**config.mk**
```make
export PLATFORM = sky130hd
export DESIGN_NAME = rcc_queue_flat
export DESIGN_NICKNAME = d
export VERILOG_FILES = /design/src/hdl/rcc_pkg.sv /design/src/hdl/rcc_if.sv /design/src/hdl/rcc_queue.sv /design/src/flat_wrapper.sv
export VERILOG_INCLUDE_DIRS = /design/src /design/src/hdl
export SDC_FILE = /design/constraint.sdc
export NUM_CORES = 1
export LEC_CHECK = 0
export ABC_AREA = 1
export BUFFER_PORTS_ARGS = -buffer_cell sky130_fd_sc_hd__buf_2
export CAP_MARGIN = 30
export CORE_MARGIN = 1
export CORE_UTILIZATION = 39
export DETAILED_ROUTE_END_ITERATION = 16
export GPL_TIMING_DRIVEN = 0
export SLEW_MARGIN = 20
export SYNTH_ARGS = -nofsm -noshare
export SYNTH_HDL_FRONTEND = slang
export SYNTH_SLANG_ARGS = --single-unit
```
**constraint.sdc**
```tcl
create_clock -name clk -period 2.2 [get_ports clk]
set_clock_uncertainty 0.2 [all_clocks]
set_input_delay 0.11 -clock clk [delete_from_list [all_inputs] [get_ports clk]]
set_output_delay 0.11 -clock clk [all_outputs]
set_load 0.02 [all_outputs]
```
**src/hdl/assert_macros.svh**
```systemverilog
// assertion helpers shared by the rtl files
`ifndef ASSERT_MACROS_SVH
`define ASSERT_MACROS_SVH
`ifndef SYNTHESIS
`define RCC_ASSERT(lbl, clk, rstn, expr) \
  lbl: assert property (@(posedge clk) disable iff (!rstn) (expr)) \
    else $error("assertion failed");
`define RCC_ASSERT_IMP(lbl, clk, rstn, ante, cons) \
  lbl: assert property (@(posedge clk) disable iff (!rstn) (ante) |-> (cons)) \
    else $error("implication failed");
`else
`define RCC_ASSERT(lbl, clk, rstn, expr)
`define RCC_ASSERT_IMP(lbl, clk, rstn, ante, cons)
`endif
`endif

```
**src/hdl/rcc_pkg.sv**
```systemverilog
`default_nettype none
package rcc_pkg;

  localparam int KERNEL_H_DEF = 5;
  localparam int KERNEL_W_DEF = 5;
  localparam int MAX_LINE_DEF = 2048;

  localparam int SAMPLE_W     = 8;
  localparam int NUM_CH       = 3;
  localparam int COEF_W       = 16;
  localparam int IDX_W        = 5;
  localparam int SRC_WIDTH_W  = 12;
  localparam int OUT_HEIGHT_W = 13;
  localparam int ROW_W        = 13;
  localparam int CFG_IDX_W    = 1;
  localparam int CFG_DATA_W   = 13;
  localparam int QUEUE_DEPTH  = 8;
  localparam int HEIGHT_CAP   = 4096;

  localparam logic [SRC_WIDTH_W-1:0]  SRC_WIDTH_RST  = 12'd2048;
  localparam logic [OUT_HEIGHT_W-1:0] OUT_HEIGHT_RST = 13'd1;
  localparam logic [SAMPLE_W-1:0]     CLAMP_MAX      = 8'd255;

  localparam logic KIND_COEF  = 1'b0;
  localparam logic KIND_PIXEL = 1'b1;

  localparam logic [CFG_IDX_W-1:0] CFG_SRC_WIDTH  = 1'd0;
  localparam logic [CFG_IDX_W-1:0] CFG_OUT_HEIGHT = 1'd1;

  // channel 0 red, 1 green, 2 blue
  typedef logic [NUM_CH-1:0][SAMPLE_W-1:0] pixel_t;

  typedef struct packed {
    logic                     valid;
    logic                     is_coef;
    logic                     produce;
    logic                     last;
    logic [IDX_W-1:0]         coef_index;
    logic [COEF_W-1:0]        coef_value;
    pixel_t                   pix;
  } front_op_t;

  typedef struct packed {
    logic   frame_last;
    pixel_t pix;
  } result_t;

endpackage
`default_nettype wire

```
**src/hdl/rcc_if.sv**
```systemverilog
`default_nettype none


interface rcc_out_if;
  logic                         valid;
  logic                         ready;
  logic [rcc_pkg::SAMPLE_W-1:0] out_red;
  logic [rcc_pkg::SAMPLE_W-1:0] out_green;
  logic [rcc_pkg::SAMPLE_W-1:0] out_blue;
  logic                         frame_last;

  modport source (output valid, out_red, out_green, out_blue, frame_last,
                  input ready);
  modport sink   (input valid, out_red, out_green, out_blue, frame_last,
                  output ready);
endinterface
`default_nettype wire

```
**src/hdl/rcc_queue.sv**
```systemverilog
`default_nettype none
`include "assert_macros.svh"
module rcc_queue #(
  parameter int DEPTH = 8
) (
  input  wire logic       clk,
  input  wire logic       rst_n,
  input  wire logic       push,
  input  rcc_pkg::result_t push_data,
  rcc_out_if.source       out_ch
);
  import rcc_pkg::*;

  localparam int PTR_W = (DEPTH > 1) ? $clog2(DEPTH) : 1;
  localparam int CNT_W = $clog2(DEPTH + 1);

  result_t          mem_r [DEPTH];
  logic [PTR_W-1:0] wr_ptr_r, rd_ptr_r;
  logic [CNT_W-1:0] count_r;
  logic             pop;
  result_t          head;

  assign pop  = out_ch.valid && out_ch.ready;
  assign head = mem_r[rd_ptr_r];

  always_ff @(posedge clk) begin
    if (push) mem_r[wr_ptr_r] <= push_data;
  end

  always_ff @(posedge clk) begin
    if (!rst_n) begin
      wr_ptr_r <= '0;
      rd_ptr_r <= '0;
      count_r  <= '0;
    end else begin
      if (push) wr_ptr_r <= (wr_ptr_r == PTR_W'(DEPTH - 1)) ? '0 : wr_ptr_r + PTR_W'(1);
      if (pop)  rd_ptr_r <= (rd_ptr_r == PTR_W'(DEPTH - 1)) ? '0 : rd_ptr_r + PTR_W'(1);
      count_r <= count_r + CNT_W'(push) - CNT_W'(pop);
    end
  end

  assign out_ch.valid      = (count_r != '0);
  assign out_ch.out_red    = head.pix[0];
  assign out_ch.out_green  = head.pix[1];
  assign out_ch.out_blue   = head.pix[2];
  assign out_ch.frame_last = head.frame_last;

  `RCC_ASSERT_IMP(a_no_overflow, clk, rst_n, push, count_r < CNT_W'(DEPTH))
endmodule
`default_nettype wire
```
**src/flat_wrapper.sv**
```systemverilog
// flat-port wrapper written by rule: the top's interface ports become plain ports
module rcc_queue_flat import rcc_pkg::*;
#(
  parameter int DEPTH = 8
)
  (clk, rst_n, push, push_data, out_ch_valid, out_ch_out_red, out_ch_out_green, out_ch_out_blue, out_ch_frame_last, out_ch_ready);
  rcc_out_if out_ch_i ();
  input  wire logic clk;
  input  wire logic rst_n;
  input  wire logic push;
  input  rcc_pkg::result_t push_data;
  output wire logic [$bits(out_ch_i.valid)-1:0] out_ch_valid;
  output wire logic [$bits(out_ch_i.out_red)-1:0] out_ch_out_red;
  output wire logic [$bits(out_ch_i.out_green)-1:0] out_ch_out_green;
  output wire logic [$bits(out_ch_i.out_blue)-1:0] out_ch_out_blue;
  output wire logic [$bits(out_ch_i.frame_last)-1:0] out_ch_frame_last;
  input wire logic [$bits(out_ch_i.ready)-1:0] out_ch_ready;
  assign out_ch_valid = out_ch_i.valid;
  assign out_ch_out_red = out_ch_i.out_red;
  assign out_ch_out_green = out_ch_i.out_green;
  assign out_ch_out_blue = out_ch_i.out_blue;
  assign out_ch_frame_last = out_ch_i.frame_last;
  assign out_ch_i.ready = out_ch_ready;
  rcc_queue #(.DEPTH(DEPTH)) u_core (.clk(clk), .rst_n(rst_n), .push(push), .push_data(push_data), .out_ch(out_ch_i));
endmodule
```
==> results of run 1 <==
==> power breakdown <==
group / total, mW / switching (mW) / internal, mW / leakage (nW)
sequential: 4.66 / 0.0577 / 4.60 / 1.92
clock: 4.36 / 1.59 / 2.78 / 0.429
combinational: 3.32 / 2.22 / 1.10 / 2.96
total: 12.3 / 3.86 / 8.48 / 5.31
==> routing by layer <==
metal / track usage / wire length (um)
met5: 0 / 0
met2: 0.300 / 9820
met1: 0.235 / 9360
met4: 0.0546 / 559
met3: 0.0264 / 1040
==> cell families after synthesis <==
family / after synthesis / synth area share
adder cells (fa/ha/maj): 9 / 0.0128
AND/OR/NAND/NOR: 474 / 0.205
flip-flops: 213 / 0.669
AO/OA/AOI/OAI: 8 / 0.00454
buffers and inverters: 254 / 0.109
==> final cells by class <==
type	instances	area share
tap	319	0.0347
timing repair buffer	90	0.0654
clock buffer	27	0.0550
sequential	213	0.544
clock inverter	19	0.0215
buffer	38	0.0225
multi-input combinational	491	0.187
inverter	216	0.0704
==> Yosys cell counts, drive strengths merged <==
library cell,instances,area share
edfxtp,200,0.64
a21boi,1,0.00080
clkbuf,1,0.00040
dfxtp,13,0.028
or2,1,0.00067
o21ai,2,0.0011
nand3,103,0.055
nor2,21,0.0084
ha,8,0.011
a21oi,5,0.0027
inv,216,0.087
nand2,347,0.14
nand3b,2,0.0016
buf,37,0.022
fa,1,0.0021
==> flip-flops by register name (all words and copies together), names as in the netlist, named ones only <==
register	flops
u_core.wr_ptr_r	3
u_core.mem_r	200
u_core.rd_ptr_r	3
u_core.count_r	4
==> through the flow <==
stage / std cells / total power, mW / TNS [ns] / util / worst slack, ns
6_report: 1413 / 12.3 / 0 / 0.489 / 0.0634
5_1_grt: 1413 / 13.0 / -0.241 / 0.489 / -0.0376
4_1_cts: 1413 / 12.4 / 0 / 0.487 / 0.000311
3_5_place_dp: 1338 / 8.00 / 0 / 0.437 / 0.101
3_3_place_gp: 1330 / 7.91 / -191.91 / 0.426 / -1.04
2_1_floorplan: 958 / 6.88 / 0 / - / 0.0520
==> how the worst min path moves through the flow <==
| stage | startpoint | slack [ns] | to | depth (start not counted) |
|---|---|---|---|---|
| 6_report | push_data[5] | 0.20 | u_core.mem_r[2][5]$_DFFE_PP_ | 2 |
| 5_1_grt | push_data[6] | 0.22 | u_core.mem_r[3][6]$_DFFE_PP_ | 2 |
| 4_1_cts | push_data[6] | 0.19 | u_core.mem_r[3][6]$_DFFE_PP_ | 2 |
| 3_5_place_dp | push_data[8] | 0.19 | u_core.mem_r[2][8]$_DFFE_PP_ | 1 |
| 3_3_place_gp | push_data[7] | 0.18 | u_core.mem_r[2][7]$_DFFE_PP_ | 1 |
| 2_1_floorplan | push_data[0] | 0.009 | u_core.mem_r[0][0]$_DFFE_PP_ | 0 |
==> repair_timing <==
item	in CTS	in global routing
hold endpoints to repair	213	0
setup endpoints to repair	17	27
hold buffers	29	0
gates resized for setup	3	18
==> impl_metrics.toml, run 1 <==
[setup_path]
cp.required_ns = 1.89
cpMostUsedCell = "nand2_1"
path_class = "flop to primary output"
cp-end-kind = "primary output"
path_cells = "buf_2 -> inv_2 -> clkbuf_4 -> nand3_1 -> nand2_1 -> nand2_1 -> nand2_1 -> buf_2"
crit_fanout = 10
r2r_setup_slack_ns = 0.23
critPathMaxStageDelay_ns = 0.29
crit_cells = 8
r2r_cells = 9
path_delay_family = "buffers and inverters"
worstPathArrival_ns = 1.83
cp-endpoint = "out_ch_out_red[2]"
cp_slowest_cell = "dfxtp_1"
r2r_end = "u_core.count_r[1]$_SDFF_PN0_"
reg2reg_from = "u_core.count_r[2]$_SDFF_PN0_"
startpoint_type = "flop"
path_buf_inv = 4

[cts]
cts_inserted_buffers = 25
clk_pin_slew_worst_paths_ns = 0.06
h-tree-depth = 1
root_buffer = "clkbuf_16"
clock_sinks = 213
tritoncts = "yes"
post_cts_buffers = 0
cts_buffer_depth = 3
clk_latency_ns = 0.51

[layout]
drive_above_1_share = 0.137
multiInputGateArea_um2 = 2150
design_area_um2 = 11500
register_area_um2 = 6270
nNetsFinal = 1113
fillCellCount = 2149
final_cell_mix = "nand2_1 (346), inv_1 (214), edfxtp_1 (200)"
syn2layout_area_growth_pct = 22.9
n_antenna_cell = 0
final_common_cell = "nand2_1"

[drt]
wl_per_cell_um = 14.7
totalWireLength_um = 20800
drt_iter0_markers = 385
first_pass_iters = 5
antenna_left = 0
vias = 6296
drc = 0
vias_per_cell = 4.46

[timing]
period_needed_ns = 2.14
hold_violations = 0
layout_worst_path_cycle_share = 0.971
worstMarginPinSlew_ns = 0.499
clock.fmax_mhz = 468
fin_hold_ws_ns = 0.204
maxSlewHeadroom = 0.666
setup_viol = 0
rsz0062_at_grt = "true"
drv_slew = 0

[die]
core_um2 = 23500
fp.dieW_um = 157
fp.dieArea_um2 = 24700
ioPinCount = 55
initial_core_util = 0.398
chipHeight_um = 157
rows = 56

[grt]
grt-ovfl-total = 0
grt_use_total = 0.177
grt_start_max_net_pins = 20
grt_pass1_wl_um = 32800
antenna_found_initial = 0
grt_pass1_vias = 6193

[status]
status = "completed"

[place]
gp_congestion = 0.749
io_buffers = 53
dp_hpwl_um = 13300
placement.cell_area_um2 = 10300

[power]
peakVddDrop_mv = 0.683
powerDensity_nw_per_um2 = 1070
leakage_nw = 5.31

[logic_synthesis]
synth_nets = 996
ys_types = 18
synth_seq_cells = 213
syn_area_per_cell_um2 = 9.78
synth_warnings = 0
netlist_area_um2 = 9370
syn-instance-count = 958
synth-seq-area-share = 0.669

[min_path]
hp-class = "input pin to flop"

[flow_run]
cap_violations = 0
Power figures use the tool's default switching activity.
==> inputs of run 2 (changes only) <==
--- a/config.mk
+++ b/config.mk
@@ -7,11 +7,11 @@
 export NUM_CORES = 1
 export LEC_CHECK = 0
 export ABC_AREA = 1
-export BUFFER_PORTS_ARGS = -buffer_cell sky130_fd_sc_hd__buf_2
 export CAP_MARGIN = 30
 export CORE_MARGIN = 1
 export CORE_UTILIZATION = 39
 export DETAILED_ROUTE_END_ITERATION = 16
+export DONT_BUFFER_PORTS = 1
 export GPL_TIMING_DRIVEN = 0
 export SLEW_MARGIN = 20
 export SYNTH_ARGS = -nofsm -noshare
==> run 2 against run 1 <==
  * Cell count decreased by 4.0%
  * Critical path type unchanged
  * Largest power group unchanged
  * Critical endpoint is now out_ch_out_blue[2]
  * Die area unchanged
  * Worst setup slack improved by 0.042 ns
==> impl_metrics.toml, run 2 (synthesis gave the netlist of run 1 again) <==
[layout]
largest_reg_flops = 200
drive_above_1_share = 0.0927
largest_register = "u_core.mem_r"
syn2layout_area_growth_pct = 18.6
top_regs = "u_core.mem_r x200, u_core.count_r x4"
register_area_um2 = 6270
fillCellCount = 2189
final_cell_mix = "nand2_1 (342), inv_1 (214), edfxtp_1 (200)"
design_area_um2 = 11100
final_common_cell = "nand2_1"
stdcell_count = 1356
multiInputGateArea_um2 = 2160
nNetsFinal = 1058
finish.utilization = 0.472

[power]
p_int_mw = 7.73
p_switching_mw = 3.72
p_comb_frac = 0.265
p_clk_frac = 0.328
peakVddDrop_mv = 0.804
total_power_mw = 11.5
leakage_nw = 5.03
swShare = 0.325
powerDensity_nw_per_um2 = 1030
pwr-share-seq = 0.406

[cts]
post_cts_buffers = 0
cts_inserted_buffers = 23
clock_sinks = 213
root_buffer = "clkbuf_16"
clk_latency_ns = 0.50
h-tree-depth = 1
cts_buffer_depth = 3
clk_pin_slew_worst_paths_ns = 0.06
tritoncts = "yes"

[grt]
grt_pass1_vias = 5793
grt-ovfl-total = 0
grt_use_total = 0.170
grt_pass1_wl_um = 31600
antenna_found_initial = 1
grt_start_max_net_pins = 20

[setup_path]
reg2reg_from = "u_core.count_r[2]$_SDFF_PN0_"
path_class = "flop to primary output"
critPathMaxStageDelay_ns = 0.32
path_delay_family = "buffers and inverters"
r2r_end = "u_core.count_r[1]$_SDFF_PN0_"
crit_fanout = 10
path_buf_inv = 3
worstPathArrival_ns = 1.78
r2r_setup_slack_ns = 0.21
cp_slowest_cell = "buf_2"
path_cells = "buf_2 -> inv_1 -> buf_2 -> nand2_1 -> nand2_1"
cp.required_ns = 1.89
r2r_cells = 9
startpoint_type = "flop"
cp-end-kind = "primary output"

[drt]
first_pass_iters = 4
drc = 0
vias_per_cell = 4.46
totalWireLength_um = 20100
wl_per_cell_um = 14.9
drt_iter0_markers = 379
vias = 6052
antenna_left = 0

[place]
dp_hpwl_um = 12900
io_buffers = 0
gp_congestion = 0.720
dpl.cell_count = 1285
pre_cts_ws_ns = -0.0538
placement.cell_area_um2 = 10100

[timing]
layout_worst_path_cycle_share = 0.952
maxSlewHeadroom = 0.664
setup_viol = 0
tns_ns = 0
hold_violations = 0
worstMarginPinSlew_ns = 0.502
clock.fmax_mhz = 477
period_needed_ns = 2.09
drv_slew = 0
setup_ws_ns = 0.105
fin_hold_ws_ns = 0.0188

[min_path]
whs_path_depth = 2
hp-class = "input pin to flop"
whs_endpoint = "u_core.mem_r[4][2]$_DFFE_PP_"
hold_start = "push"

[die]
fp.dieW_um = 157
chipHeight_um = 157
core_um2 = 23500
initial_core_util = 0.398
ioPinCount = 55
rows = 56
fp.dieArea_um2 = 24700

[status]
status = "completed"

[flow_run]
cap_violations = 0
run 2: worst register-to-register path, stage by stage (launching register included):
cell	delay, ns
dfxtp_1	0.30
inv_1	0.05
ha_1	0.23
nand2_4	0.15
nand3_2	0.12
o21ai_0	0.11
ha_1	0.21
fa_1	0.41
nand2_1	0.07
inv_1	0.04
run 2: worst max-delay path by stage:
stage,start,end,slack (ns),cells after the start
after floorplan,u_core.wr_ptr_r[2]$_SDFFE_PN0P_,u_core.mem_r[2][0]$_DFFE_PP_,0.05,3
after global placement,u_core.wr_ptr_r[0]$_SDFFE_PN0P_,u_core.mem_r[6][12]$_DFFE_PP_,-1.10,3
after detailed placement,u_core.count_r[2]$_SDFF_PN0_,u_core.count_r[1]$_SDFF_PN0_,-0.05,9
after CTS,flop,out_ch_out_red[3],0.04,6
after global routing,flop,out_ch_out_blue[1],-0.001,7
final,flop,out_ch_out_blue[2],0.11,5
run 2: area by class of cell:
class | count | area share
flip-flops and latches | 213 | 0.564
multi-input cells | 491 | 0.195
inverters | 216 | 0.0729
clock buffers | 25 | 0.0524
repair buffers | 37 | 0.0459
well taps | 319 | 0.0359
plain buffers | 38 | 0.0204
clock inverters | 16 | 0.0140
diodes | 1 | 0.000225
run 2: metal layers:
metal	global-route usage	part of all wire
met5	0	0
met2	0.284	0.48
met4	0.0388	0.018
met1	0.232	0.45
met3	0.0295	0.054
run 2: timing repair:
item                                    4_1_cts  5_1_grt
endpoints found under the hold margin       213        0
resized for setup                             3       10
endpoints found under the setup margin        7       11
hold buffers                                 29        0
run 2: power by group through the flow:
stage,sequential [mW],combinational (mW),clock [mW]
after floorplan,4.73,2.15,0
after detailed placement,4.74,2.92,0
after CTS,4.66,3.04,3.83
after global placement,4.75,2.83,0
after global routing,4.67,3.42,4.00
final,4.66,3.04,3.76
