File: config.mk
export PLATFORM = sky130hd
export DESIGN_NAME = rcc_front_flat
export DESIGN_NICKNAME = d
export VERILOG_FILES = /design/src/hdl/rcc_pkg.sv /design/src/hdl/rcc_if.sv /design/src/hdl/rcc_front.sv /design/src/flat_wrapper.sv
export VERILOG_INCLUDE_DIRS = /design/src /design/src/hdl
export SDC_FILE = /design/constraint.sdc
export NUM_CORES = 1
export LEC_CHECK = 0
export BUFFER_PORTS_ARGS = -buffer_cell sky130_fd_sc_hd__clkbuf_2
export CORE_MARGIN = 2
export CORE_UTILIZATION = 59
export CTS_CLUSTER_SIZE = 24
export DETAILED_ROUTE_END_ITERATION = 10
export PLACE_DENSITY = 0.85
export SLEW_MARGIN = 20
export SYNTH_ARGS = -nofsm -noshare
export SYNTH_HDL_FRONTEND = slang
export SYNTH_SLANG_ARGS = --single-unit
File: constraint.sdc
create_clock -name clk -period 9.5 [get_ports clk]
set_input_delay 0.475 -clock clk [delete_from_list [all_inputs] [get_ports clk]]
set_output_delay 0.475 -clock clk [all_outputs]
set_load 0.02 [all_outputs]
File: src/hdl/assert_macros.svh
// assertion helpers shared by the rtl files
`ifndef ASSERT_MACROS_SVH
`define ASSERT_MACROS_SVH
`ifndef SYNTHESIS
`define RCC_ASSERT(lbl, clk, rstn, expr) \
  lbl: assert property (@(posedge clk) disable iff (!rstn) (expr)) \
    else $error("assertion failed");
`define RCC_ASSERT_IMP(lbl, clk, rstn, ante, cons) \
  lbl: assert property (@(posedge clk) disable iff (!rstn) (ante) |-> (cons)) \
    else $error("implication failed");
`else
`define RCC_ASSERT(lbl, clk, rstn, expr)
`define RCC_ASSERT_IMP(lbl, clk, rstn, ante, cons)
`endif
`endif

File: src/hdl/rcc_pkg.sv
`default_nettype none
package rcc_pkg;

  localparam int KERNEL_H_DEF = 5;
  localparam int KERNEL_W_DEF = 5;
  localparam int MAX_LINE_DEF = 2048;

  localparam int SAMPLE_W     = 8;
  localparam int NUM_CH       = 3;
  localparam int COEF_W       = 16;
  localparam int IDX_W        = 5;
  localparam int SRC_WIDTH_W  = 12;
  localparam int OUT_HEIGHT_W = 13;
  localparam int ROW_W        = 13;
  localparam int CFG_IDX_W    = 1;
  localparam int CFG_DATA_W   = 13;
  localparam int QUEUE_DEPTH  = 8;
  localparam int HEIGHT_CAP   = 4096;

  localparam logic [SRC_WIDTH_W-1:0]  SRC_WIDTH_RST  = 12'd2048;
  localparam logic [OUT_HEIGHT_W-1:0] OUT_HEIGHT_RST = 13'd1;
  localparam logic [SAMPLE_W-1:0]     CLAMP_MAX      = 8'd255;

  localparam logic KIND_COEF  = 1'b0;
  localparam logic KIND_PIXEL = 1'b1;

  localparam logic [CFG_IDX_W-1:0] CFG_SRC_WIDTH  = 1'd0;
  localparam logic [CFG_IDX_W-1:0] CFG_OUT_HEIGHT = 1'd1;

  // channel 0 red, 1 green, 2 blue
  typedef logic [NUM_CH-1:0][SAMPLE_W-1:0] pixel_t;

  typedef struct packed {
    logic                     valid;
    logic                     is_coef;
    logic                     produce;
    logic                     last;
    logic [IDX_W-1:0]         coef_index;
    logic [COEF_W-1:0]        coef_value;
    pixel_t                   pix;
  } front_op_t;

  typedef struct packed {
    logic   frame_last;
    pixel_t pix;
  } result_t;

endpackage
`default_nettype wire

File: src/hdl/rcc_if.sv
`default_nettype none
interface rcc_in_if;
  logic                                valid;
  logic                                ready;
  logic                                kind;
  logic [rcc_pkg::IDX_W-1:0]           coef_index;
  logic signed [rcc_pkg::COEF_W-1:0]   coef_value;
  logic [rcc_pkg::SAMPLE_W-1:0]        red;
  logic [rcc_pkg::SAMPLE_W-1:0]        green;
  logic [rcc_pkg::SAMPLE_W-1:0]        blue;

  modport source (output valid, kind, coef_index, coef_value, red, green, blue,
                  input ready);
  modport sink   (input valid, kind, coef_index, coef_value, red, green, blue,
                  output ready);
endinterface

`default_nettype wire

File: src/hdl/rcc_front.sv
`default_nettype none
`include "assert_macros.svh"
module rcc_front #(
  parameter int KH    = 5,
  parameter int KW    = 5,
  parameter int ML    = 2048,
  parameter int DEPTH = 8
) (
  input  wire logic                                   clk,
  input  wire logic                                   rst_n,
  rcc_in_if.sink                                      in_ch,
  input  wire logic                                   cfg_we,
  input  wire logic [rcc_pkg::CFG_IDX_W-1:0]          cfg_index,
  input  wire logic [rcc_pkg::CFG_DATA_W-1:0]         cfg_data,
  input  wire logic                                   out_pop,
  output rcc_pkg::front_op_t                          op,
  output logic [((KH > 1) ? $clog2(KH) : 1)-1:0]      op_slot,
  output logic [$clog2(ML)-1:0]                       lb_addr,
  output logic                                        lb_we,
  output logic [((KH > 1) ? $clog2(KH) : 1)-1:0]      lb_wslot,
  output rcc_pkg::pixel_t                             lb_wdata
);
  import rcc_pkg::*;

  localparam int COL_W  = $clog2(ML);
  localparam int SLOT_W = (KH > 1) ? $clog2(KH) : 1;
  localparam int CNT_W  = $clog2(DEPTH + 1);
  localparam int CMP_W  = 16;

  logic [SRC_WIDTH_W-1:0]  src_width_r;
  logic [OUT_HEIGHT_W-1:0] out_height_r;
  logic [COL_W-1:0]        col_r, col_nxt;
  logic [ROW_W-1:0]        row_r, row_nxt;
  logic [SLOT_W-1:0]       slot_r, slot_nxt;
  logic [CNT_W-1:0]        cnt_r, cnt_nxt;
  front_op_t               op_r, op_nxt;
  logic [SLOT_W-1:0]       op_slot_r;

  logic [CMP_W-1:0] eff_w, height, rows_total, c, r;
  logic             produce, last, in_fire, pix_fire;
  pixel_t           pix;

  always_ff @(posedge clk) begin
    if (!rst_n) begin
      src_width_r  <= SRC_WIDTH_RST;
      out_height_r <= OUT_HEIGHT_RST;
    end else if (cfg_we) begin
      unique case (cfg_index)
        CFG_SRC_WIDTH:  src_width_r  <= cfg_data[SRC_WIDTH_W-1:0];
        CFG_OUT_HEIGHT: out_height_r <= cfg_data[OUT_HEIGHT_W-1:0];
        default:        ;
      endcase
    end
  end

  always_comb begin
    // effective geometry
    if (CMP_W'(src_width_r) > CMP_W'(ML)) begin
      eff_w = CMP_W'(ML);
    end else if (src_width_r == '0) begin
      eff_w = CMP_W'(1);
    end else begin
      eff_w = CMP_W'(src_width_r);
    end
    height = (CMP_W'(out_height_r) > CMP_W'(HEIGHT_CAP)) ? CMP_W'(HEIGHT_CAP)
                                                        : CMP_W'(out_height_r);
    rows_total = height + CMP_W'(KH - 1);
    c = CMP_W'(col_r);
    r = CMP_W'(row_r);

    produce = (c < eff_w) && (r < rows_total) && (c >= CMP_W'(KW - 1)) &&
              (r >= CMP_W'(KH - 1)) && (eff_w >= CMP_W'(KW));
    last    = (r == rows_total - CMP_W'(1)) && (c == eff_w - CMP_W'(1));

    in_ready_calc: begin
    end
    in_fire  = in_ch.valid && in_ch.ready;
    pix_fire = in_fire && (in_ch.kind == KIND_PIXEL);
    pix      = {in_ch.blue, in_ch.green, in_ch.red};

    col_nxt  = col_r;
    row_nxt  = row_r;
    slot_nxt = slot_r;
    if (pix_fire) begin
      if (c + CMP_W'(1) >= eff_w) begin
        col_nxt = '0;
        if (r + CMP_W'(1) >= rows_total) begin
          row_nxt  = '0;
          slot_nxt = '0;
        end else begin
          row_nxt  = ROW_W'(r + CMP_W'(1));
          slot_nxt = (slot_r == SLOT_W'(KH - 1)) ? '0 : slot_r + SLOT_W'(1);
        end
      end else begin
        col_nxt = COL_W'(c + CMP_W'(1));
      end
    end

    cnt_nxt = cnt_r + CNT_W'(pix_fire && produce) - CNT_W'(out_pop);

    op_nxt.valid      = in_fire;
    op_nxt.is_coef    = (in_ch.kind == KIND_COEF);
    op_nxt.produce    = pix_fire && produce;
    op_nxt.last       = last;
    op_nxt.coef_index = in_ch.coef_index;
    op_nxt.coef_value = in_ch.coef_value;
    op_nxt.pix        = pix;
  end

  // credit covers pipeline plus result queue
  assign in_ch.ready = (cnt_r < CNT_W'(DEPTH));

  always_ff @(posedge clk) begin
    if (!rst_n) begin
      col_r    <= '0;
      row_r    <= '0;
      slot_r   <= '0;
      cnt_r    <= '0;
      op_r     <= '0;
    end else begin
      col_r    <= col_nxt;
      row_r    <= row_nxt;
      slot_r   <= slot_nxt;
      cnt_r    <= cnt_nxt;
      op_r     <= op_nxt;
    end
  end

  always_ff @(posedge clk) begin
    op_slot_r <= slot_r;
  end

  assign op       = op_r;
  assign op_slot  = op_slot_r;
  assign lb_addr  = col_r;
  assign lb_we    = pix_fire;
  assign lb_wslot = slot_r;
  assign lb_wdata = pix;

  `RCC_ASSERT(a_col_in_line, clk, rst_n, CMP_W'(col_r) < CMP_W'(ML))
  `RCC_ASSERT(a_credit_bound, clk, rst_n, cnt_r <= CNT_W'(DEPTH))
endmodule
`default_nettype wire

File: src/flat_wrapper.sv
// flat-port wrapper written by rule: the top's interface ports become plain ports
module rcc_front_flat import rcc_pkg::*;
#(
  parameter int KH    = 5,
  parameter int KW    = 5,
  parameter int ML    = 2048,
  parameter int DEPTH = 8
)
  (clk, rst_n, cfg_we, cfg_index, cfg_data, out_pop, op, op_slot, lb_addr, lb_we, lb_wslot, lb_wdata, in_ch_valid, in_ch_kind, in_ch_coef_index, in_ch_coef_value, in_ch_red, in_ch_green, in_ch_blue, in_ch_ready);
  rcc_in_if in_ch_i ();
  input  wire logic clk;
  input  wire logic rst_n;
  input  wire logic cfg_we;
  input  wire logic [rcc_pkg::CFG_IDX_W-1:0] cfg_index;
  input  wire logic [rcc_pkg::CFG_DATA_W-1:0] cfg_data;
  input  wire logic out_pop;
  output rcc_pkg::front_op_t op;
  output logic [((KH > 1) ? $clog2(KH) : 1)-1:0] op_slot;
  output logic [$clog2(ML)-1:0] lb_addr;
  output logic lb_we;
  output logic [((KH > 1) ? $clog2(KH) : 1)-1:0] lb_wslot;
  output rcc_pkg::pixel_t lb_wdata;
  input wire logic [$bits(in_ch_i.valid)-1:0] in_ch_valid;
  input wire logic [$bits(in_ch_i.kind)-1:0] in_ch_kind;
  input wire logic [$bits(in_ch_i.coef_index)-1:0] in_ch_coef_index;
  input wire logic [$bits(in_ch_i.coef_value)-1:0] in_ch_coef_value;
  input wire logic [$bits(in_ch_i.red)-1:0] in_ch_red;
  input wire logic [$bits(in_ch_i.green)-1:0] in_ch_green;
  input wire logic [$bits(in_ch_i.blue)-1:0] in_ch_blue;
  output wire logic [$bits(in_ch_i.ready)-1:0] in_ch_ready;
  assign in_ch_i.valid = in_ch_valid;
  assign in_ch_i.kind = in_ch_kind;
  assign in_ch_i.coef_index = in_ch_coef_index;
  assign in_ch_i.coef_value = in_ch_coef_value;
  assign in_ch_i.red = in_ch_red;
  assign in_ch_i.green = in_ch_green;
  assign in_ch_i.blue = in_ch_blue;
  assign in_ch_ready = in_ch_i.ready;
  rcc_front #(.KH(KH), .KW(KW), .ML(ML), .DEPTH(DEPTH)) u_core (.clk(clk), .rst_n(rst_n), .in_ch(in_ch_i), .cfg_we(cfg_we), .cfg_index(cfg_index), .cfg_data(cfg_data), .out_pop(out_pop), .op(op), .op_slot(op_slot), .lb_addr(lb_addr), .lb_we(lb_we), .lb_wslot(lb_wslot), .lb_wdata(lb_wdata));
endmodule
==> results.sh, run 1 <==
export IMPL_cts_tree="yes"
export IMPL_yosysMostFrequentCell="dfxtp_1"
export IMPL_initial_core_util_pct=60.84
export IMPL_hold_buffers=0
export IMPL_cts_buffer_depth=2
export IMPL_grt_pass1_vias=5058
export IMPL_path_class="register to register"
export IMPL_synth_nets=930
export IMPL_regToRegSetupSlack_ns=4.75
export IMPL_min_to="u_core.op[47]"
export IMPL_root_buffer="clkbuf_16"
export IMPL_ioPinCount=157
export IMPL_dieArea_um2=12140
export IMPL_timing_rr_end="u_core.row_r[8]"
export IMPL_synth_ff_type="dfxtp_1"
export IMPL_routed_via_count=5880
export IMPL_clkTransAtPathRegs_ns=0.07
export IMPL_cts_buffers=9
export IMPL_wl_per_cell_um=14.84
export IMPL_overflow=0
export IMPL_dieWidth_um=110.2
export IMPL_drt_iter0_drc=432
export IMPL_finalWorstSetupSlack_ns=4.745
export IMPL_ir_drop_mv=0.1367
export IMPL_dp_hpwl_um=11280
export IMPL_r2r_cells=15
export IMPL_cts_sinks=108
export IMPL_nNetsFinal=1022
export IMPL_design_area_um2=7550
export IMPL_syn_area_um2=6653
export IMPL_p_per_area_nw_per_um2=145.5
export IMPL_hold_worst_slack_ns=0.2899
export IMPL_fin_skew_ns=0.01182
export IMPL_worstHoldPathType="primary input to register"
export IMPL_viasPerCell=5.643
export IMPL_fin_util_pct=69.04
export IMPL_synth_distinct_cells=68
export IMPL_end_kind="register"
export IMPL_drt_wl_total_um=15460
export IMPL_htreeDepth=3
export IMPL_p_leak_nw=3.471
export IMPL_antenna_found_initial=0
export IMPL_path_max_fanout=15
export IMPL_relSlewSlack_pct=40.31
export IMPL_async_reset_ff_share_pct=0
export IMPL_setup_viol=0
export IMPL_worst_ep_arrival_time_ns=5.03
export IMPL_gp_congestion=0.8945
export IMPL_synth_top_area_cell="dfxtp_1"
export IMPL_period_needed_ns=4.755
export IMPL_portBuffers=156
export IMPL_timing_fmax_ghz=0.2103
export IMPL_syn_area_per_cell_um2=8.264
export IMPL_grt_max_degree=54
export IMPL_core_area_um2=10940
export IMPL_hold_start="in_ch_kind"
export IMPL_synthTopCellsByCount="dfxtp_1, nand2_1, a21oi_1, ha_1, and2_1"
export IMPL_ys_seq_area_share_pct=32.50
export IMPL_final_fill_count=856
export IMPL_post_route_period_util_pct=50.05
export IMPL_start_kind="register"
export IMPL_syn_to_final_growth_pct=13.49
export IMPL_antenna_cells=0
export IMPL_rsz0062_at_grt="false"
export IMPL_multi_input_area_um2=4004
export IMPL_ant_nets=0
export IMPL_reg2reg_from="u_core.lb_addr[1]"
export IMPL_die_h_um=110.2
export IMPL_register_area_um2=2162
export IMPL_hold_depth=2
export IMPL_slew_violations=0
export IMPL_status="finished, final reports clean"
export IMPL_place_ws_ns=4.849
export IMPL_synth_edff_count=0
export IMPL_syn_inst=805
export IMPL_yosys_top_cells_area="dfxtp_1, ha_1, nand2_1"
export IMPL_drive_above_1_share_pct=21.06
export IMPL_worst_slew_pin_transition_ns=0.8935
export IMPL_ys_warn_count=0
export IMPL_fin_setup_tns_ns=0
export IMPL_row_count=38
export IMPL_required_ns=9.78
export IMPL_netlist_area_leader_share_pct=32.50
export IMPL_drc_errors=0
export IMPL_grt_util_all_layers_pct=25.07
export IMPL_hold_viol_final=0
export IMPL_post_cts_buffers=0
export IMPL_drt_first_pass_iters=4
export IMPL_place_area_um2=7216
export IMPL_ys_ff_latch=108
export IMPL_insertion_delay_ns=0.36
export IMPL_grt_pass1_wl_um=23940
export IMPL_cap_violations=0
export IMPL_cts_resized=0
==> per-stage QoR <==
step / total power (W) / std cells
floorplan: 0.0006352 / 805
global placement: 0.0006812 / 1026
detailed placement: 0.0006862 / 1026
CTS: 0.001103 / 1042
global route: 0.001148 / 1042
finish: 0.001098 / 1042
==> placed cells by master, fill, tap and decap left out, types with 3 or more instances in the layout <==
master,Yosys,routed
o211ai_1,5,5
ha_1,59,59
xnor2_1,31,31
nand2_1,95,95
a311oi_1,3,3
clkbuf_16,0,9
o21a_1,6,6
and2_1,50,50
clkbuf_2,0,156
and3_1,23,23
nor4_1,7,7
nand3b_1,9,9
a21oi_1,66,66
nor3_2,3,3
nor3_1,9,9
nor2b_1,11,11
a21o_1,3,3
nor2_1,35,35
o22ai_1,12,12
or3_1,6,6
nand3_1,32,32
nand2b_1,9,9
a31oi_1,6,6
xor2_1,26,26
o311a_1,7,7
inv_1,21,21
dfxtp_1,108,108
a211oi_1,5,5
nand4_1,6,6
mux2i_1,3,3
o21ai_0,32,32
==> state kept, by name (all words and copies together), names as in the netlist <==
signal / flops
u_core.op_slot: 3
u_core.out_height_r: 13
u_core.cnt_r: 4
u_core.op: 49
u_core.row_r: 13
u_core.lb_addr: 11
u_core.lb_wslot: 3
u_core.src_width_r: 12
==> worst max-delay path, stage by stage, from the launching register on <==
cell,delay [ns]
dfxtp_1,0.46
ha_1,0.26
and3_1,0.24
and3_1,0.24
and3_1,0.25
nand3_1,0.12
xnor2_1,0.24
ha_1,0.26
o21ai_0,0.14
a21oi_1,0.13
o22ai_1,0.09
nor2_1,0.67
nand3_1,0.48
nor2_1,0.73
a21oi_1,0.18
o22ai_1,0.19
==> layer usage <==
layer	share of wire, %	track usage, %	wire (um)
met1	44	33.75	6845
met3	6.8	5.703	1059
met4	1.9	9.375	287
met5	0	0	0
met2	47	39.22	7268
==> final cells by class <==
cell class	count	area share [%]
Tap cell	140	2.320
Inverter	21	1.044
Clock buffer	10	3.033
Timing Repair Buffer	158	10.54
Multi-Input combinational cell	599	53.03
Sequential cell	108	28.64
Clock inverter	6	1.392
==> worst max-delay path by stage <==
| stage | slack (ns) | start | endpoint |
|---|---|---|---|
| 5_1_grt | 4.26 | u_core.lb_addr[0] | u_core.row_r[4] |
| 3_5_place_dp | 4.85 | u_core.out_height_r[12] | u_core.cnt_r[1] |
| 6_report | 4.75 | u_core.lb_addr[1] | u_core.row_r[8] |
| 2_1_floorplan | 5.25 | u_core.out_height_r[12] | u_core.cnt_r[1] |
| 3_3_place_gp | 4.94 | u_core.out_height_r[12] | u_core.cnt_r[1] |
| 4_1_cts | 4.81 | u_core.lb_addr[0] | u_core.row_r[8] |
==> where the power goes <==
part / switching [W] / total, W / leakage (nW) / internal [W]
logic: 0.000113 / 0.000186 / 2.42 / 0.0000734
registers: 0.0000182 / 0.000493 / 0.888 / 0.000475
clock network: 0.000182 / 0.000419 / 0.162 / 0.000237
total: 0.000313 / 0.00110 / 3.47 / 0.000785
==> logic make-up after synthesis <==
group	after synthesis	share of synthesized area (%)
muxes	5	0.9592
buffers and inverters	98	7.316
adders and majority gates	62	11.70
AOI/OAI and AO/OA	164	15.42
xor gates and xnor gates	57	7.504
DFF	108	32.50
other	1	0.05637
and+or+nand+nor	310	24.54
Note: power is estimated with default switching activity, not from simulation.
==> inputs of run 2 (changes only) <==
--- a/config.mk
+++ b/config.mk
@@ -6,12 +6,13 @@
 export SDC_FILE = /design/constraint.sdc
 export NUM_CORES = 1
 export LEC_CHECK = 0
+export ABC_AREA = 1
 export BUFFER_PORTS_ARGS = -buffer_cell sky130_fd_sc_hd__clkbuf_2
 export CORE_MARGIN = 2
-export CORE_UTILIZATION = 59
+export CORE_UTILIZATION = 55
 export CTS_CLUSTER_SIZE = 24
 export DETAILED_ROUTE_END_ITERATION = 10
-export PLACE_DENSITY = 0.85
+export PLACE_DENSITY = 0.79
 export SLEW_MARGIN = 20
 export SYNTH_ARGS = -nofsm -noshare
 export SYNTH_HDL_FRONTEND = slang
==> constraint.sdc (replaced) <==
create_clock -name clk -period 4.73 [get_ports clk]
set_input_delay 0.2365 -clock clk [delete_from_list [all_inputs] [get_ports clk]]
set_output_delay 0.2365 -clock clk [all_outputs]
set_load 0.02 [all_outputs]
==> run 2 against run 1 <==
Effect of this change:
- via count grew 7.2%
- global-route usage grew 0.79 points
- non-clock buffer count grew 3
- sequential power grew 100%
- critical endpoint is now u_core.cnt_r[2]
- largest cell class unchanged
==> results.sh, run 2 <==
export IMPL_post_cts_buffers=0
export IMPL_cts_resized=0
export IMPL_portBuffers=156
export IMPL_hold_buffers=0
export IMPL_clkTransAtPathRegs_ns=0.08
export IMPL_antenna_cells=0
export IMPL_worst_slew_pin_transition_ns=0.6811
export IMPL_fin_setup_tns_ns=0
export IMPL_overflow=0
export IMPL_ys_ff_latch=108
export IMPL_p_int_w=0.001482
export IMPL_yosysMostFrequentCell="nand2_1"
export IMPL_muxShareOfSynthArea_pct=0
export IMPL_routed_via_count=6306
export IMPL_p_sw_w=0.0006936
export IMPL_synthAdderAreaFrac_pct=11.41
export IMPL_syn_area_per_cell_um2=6.885
export IMPL_viasPerCell=5.081
export IMPL_insertion_delay_ns=0.36
export IMPL_drt_wl_total_um=16290
export IMPL_ir_drop_mv=0.2314
export IMPL_antenna_found_initial=0
export IMPL_synth_distinct_cells=38
export IMPL_switching_share_pct=31.88
export IMPL_rsz0062_at_grt="false"
export IMPL_worstHoldPathType="primary input to register"
export IMPL_htreeDepth=3
export IMPL_cts_sinks=108
export IMPL_mostFrequentLayoutCell="nand2_1"
export IMPL_synth_xor_area_share_pct=4.953
export IMPL_path_class="register to register"
export IMPL_multi_input_area_um2=3611
export IMPL_ys_warn_count=0
export IMPL_netlist_area_leader_share_pct=32.54
export IMPL_path_max_fanout=16
export IMPL_ys_seq_area_share_pct=32.54
export IMPL_p_leak_nw=4.235
export IMPL_cap_violations=0
export IMPL_root_buffer="clkbuf_16"
export IMPL_grt_max_degree=72
export IMPL_synth_top_area_cell="dfxtp_1"
export IMPL_synth_simple_gate_area_share_pct=29.47
export IMPL_post_route_period_util_pct=89.92
export IMPL_syn_area_um2=6644
export IMPL_synthTopCellsByCount="nand2_1, inv_1, dfxtp_1, nor2_1, nand3_1"
export IMPL_die_h_um=113.9
export IMPL_pwr_share_seq_pct=45.7
export IMPL_mostFrequentLayoutCells="nand2_1, clkbuf_2, inv_1, dfxtp_1, nor2_1"
export IMPL_start_kind="register"
export IMPL_worst_ep_arrival_time_ns=4.49
export IMPL_yosys_top_cells_area="dfxtp_1, nand2_1, ha_1"
export IMPL_dp_hpwl_um=12980
export IMPL_drc_errors=0
export IMPL_relSlewSlack_pct=54.42
export IMPL_synth_top_family_by_area="simple AND/OR/NAND/NOR gates"
export IMPL_synth_edff_count=0
export IMPL_crit_path_max_incr_delay_ns=0.55
export IMPL_cts_buffer_depth=2
export IMPL_dieWidth_um=113.9
export IMPL_final_fill_count=1097
export IMPL_cts_tree="yes"
export IMPL_ioPinCount=157
export IMPL_grt_pass1_wl_um=26790
export IMPL_timing_critical_path_mode_cell="nand2_1"
export IMPL_async_reset_ff_share_pct=0
export IMPL_grt_pass1_vias=5755
export IMPL_nNetsFinal=1215
export IMPL_initial_core_util_pct=55.78
export IMPL_synth_nets=1090
export IMPL_core_area_um2=11910
export IMPL_cts_buffers=9
export IMPL_synth_ff_type="dfxtp_1"
export IMPL_end_kind="register"
export IMPL_pwr_share_comb_pct=21.1
export IMPL_synth_compound_area_share_pct=8.456
export IMPL_drt_first_pass_iters=5
export IMPL_ant_nets=0
export IMPL_clock_power_share_pct=33.2
export IMPL_crit_slowest_cell="dfxtp_1"
export IMPL_drive_above_1_share_pct=18.10
export IMPL_grt_util_all_layers_pct=25.86
export IMPL_dieArea_um2=12970
export IMPL_syn_inst=965
export IMPL_p_per_area_nw_per_um2=285.4
export IMPL_setup_viol=0
export IMPL_syn_to_final_growth_pct=14.75
export IMPL_fin_skew_ns=0.009178
export IMPL_wl_per_cell_um=13.12
export IMPL_fin_util_pct=64.00
export IMPL_row_count=40
export IMPL_timing_fmax_ghz=0.2351
export IMPL_period_needed_ns=4.253
export IMPL_slew_violations=0
export IMPL_hold_viol_final=0
export IMPL_gp_congestion=0.9801
export IMPL_register_area_um2=2162
export IMPL_largest_reg_flops=49
export IMPL_required_ns=4.96
export IMPL_drt_iter0_drc=301
export IMPL_status="finished, final reports clean"
-- run 2: changes by cell type after synthesis, moves of 15 or more --
cell	before	now
inv_1	21	150
a21oi_1	66	48
o21ai_1	0	15
clkbuf_1	34	18
nand4_1	6	22
nor2_1	35	86
and2_1	50	1
nand3_1	32	61
nand2_1	95	245
and3_1	23	0
xnor2_1	31	7
-- run 2: worst max-delay path, delay by kind of cell, from the launching register on --
family	cells	cell delay [ns]
AO/OA/AOI/OAI	2	0.24
XOR/XNOR	1	0.16
adder cells (fa/ha/maj)	4	1.23
buffers and inverters	3	0.35
flip-flops	1	0.55
AND/OR/NAND/NOR	16	1.59
-- run 2: logic make-up after synthesis --
group | count (synthesis)
AOI/OAI and AO/OA | 107
xor gates and xnor gates | 36
adders and majority gates | 60
buffers and inverters | 200
DFF | 108
other | 1
and+or+nand+nor | 453
-- run 2: power groups by stage --
stage / clock network, W / registers (W) / logic (W)
2_1_floorplan: 0 / 0.00104 / 0.000306
3_3_place_gp: 0 / 0.00101 / 0.000447
3_5_place_dp: 0 / 0.00101 / 0.000454
4_1_cts: 0.000732 / 0.000994 / 0.000459
5_1_grt: 0.000768 / 0.00100 / 0.000519
6_report: 0.000723 / 0.000994 / 0.000459
-- run 2: worst paths after layout --
| path | from | end | slack, ns | cells past startpoint |
|---|---|---|---|---|
| setup / recovery | u_core.out_height_r[4] | u_core.cnt_r[2] | 0.48 | 26 |
| hold reg to reg | u_core.lb_wslot[1] | u_core.op_slot[1] | 0.41 | 0 |
| setup reg to reg | u_core.out_height_r[4] | u_core.cnt_r[2] | 0.48 | 26 |
| hold / removal | in_ch_kind | u_core.op[47] | 0.04 | 2 |
-- run 2: per-layer routing --
metal,global-route usage (%),up-vias,routed length [um]
li1,-,3270,-
met3,4.198,22,994
met5,0,-,0
met1,33.07,2811,7247
met2,44.23,203,7693
met4,9.350,0,352
-- run 2: final cells by class --
type	count	share of cell area (%)
clock inverter	6	0.6401
timing repair buffer	161	10.73
sequential	108	28.36
multi-input combinational	657	47.37
clock buffer	9	2.954
inverter	153	7.533
tap	147	2.413
-- run 2: through the flow --
| stage | cells | area, um^2 | hold slack, ns | setup slack, ns | power (W) |
|---|---|---|---|---|---|
| after floorplan | 965 | 6644 | 0.3089 | 1.126 | 0.001343 |
| after global placement | 1226 | 7350 | 0.3953 | 0.6880 | 0.001460 |
| after detailed placement | 1226 | 7350 | 0.3997 | 0.5531 | 0.001469 |
| after CTS | 1241 | 7624 | 0.04026 | 0.5181 | 0.002185 |
| after global routing | 1241 | 7624 | 0.05175 | 0.05425 | 0.002287 |
| final | 1241 | 7624 | 0.04490 | 0.4770 | 0.002176 |
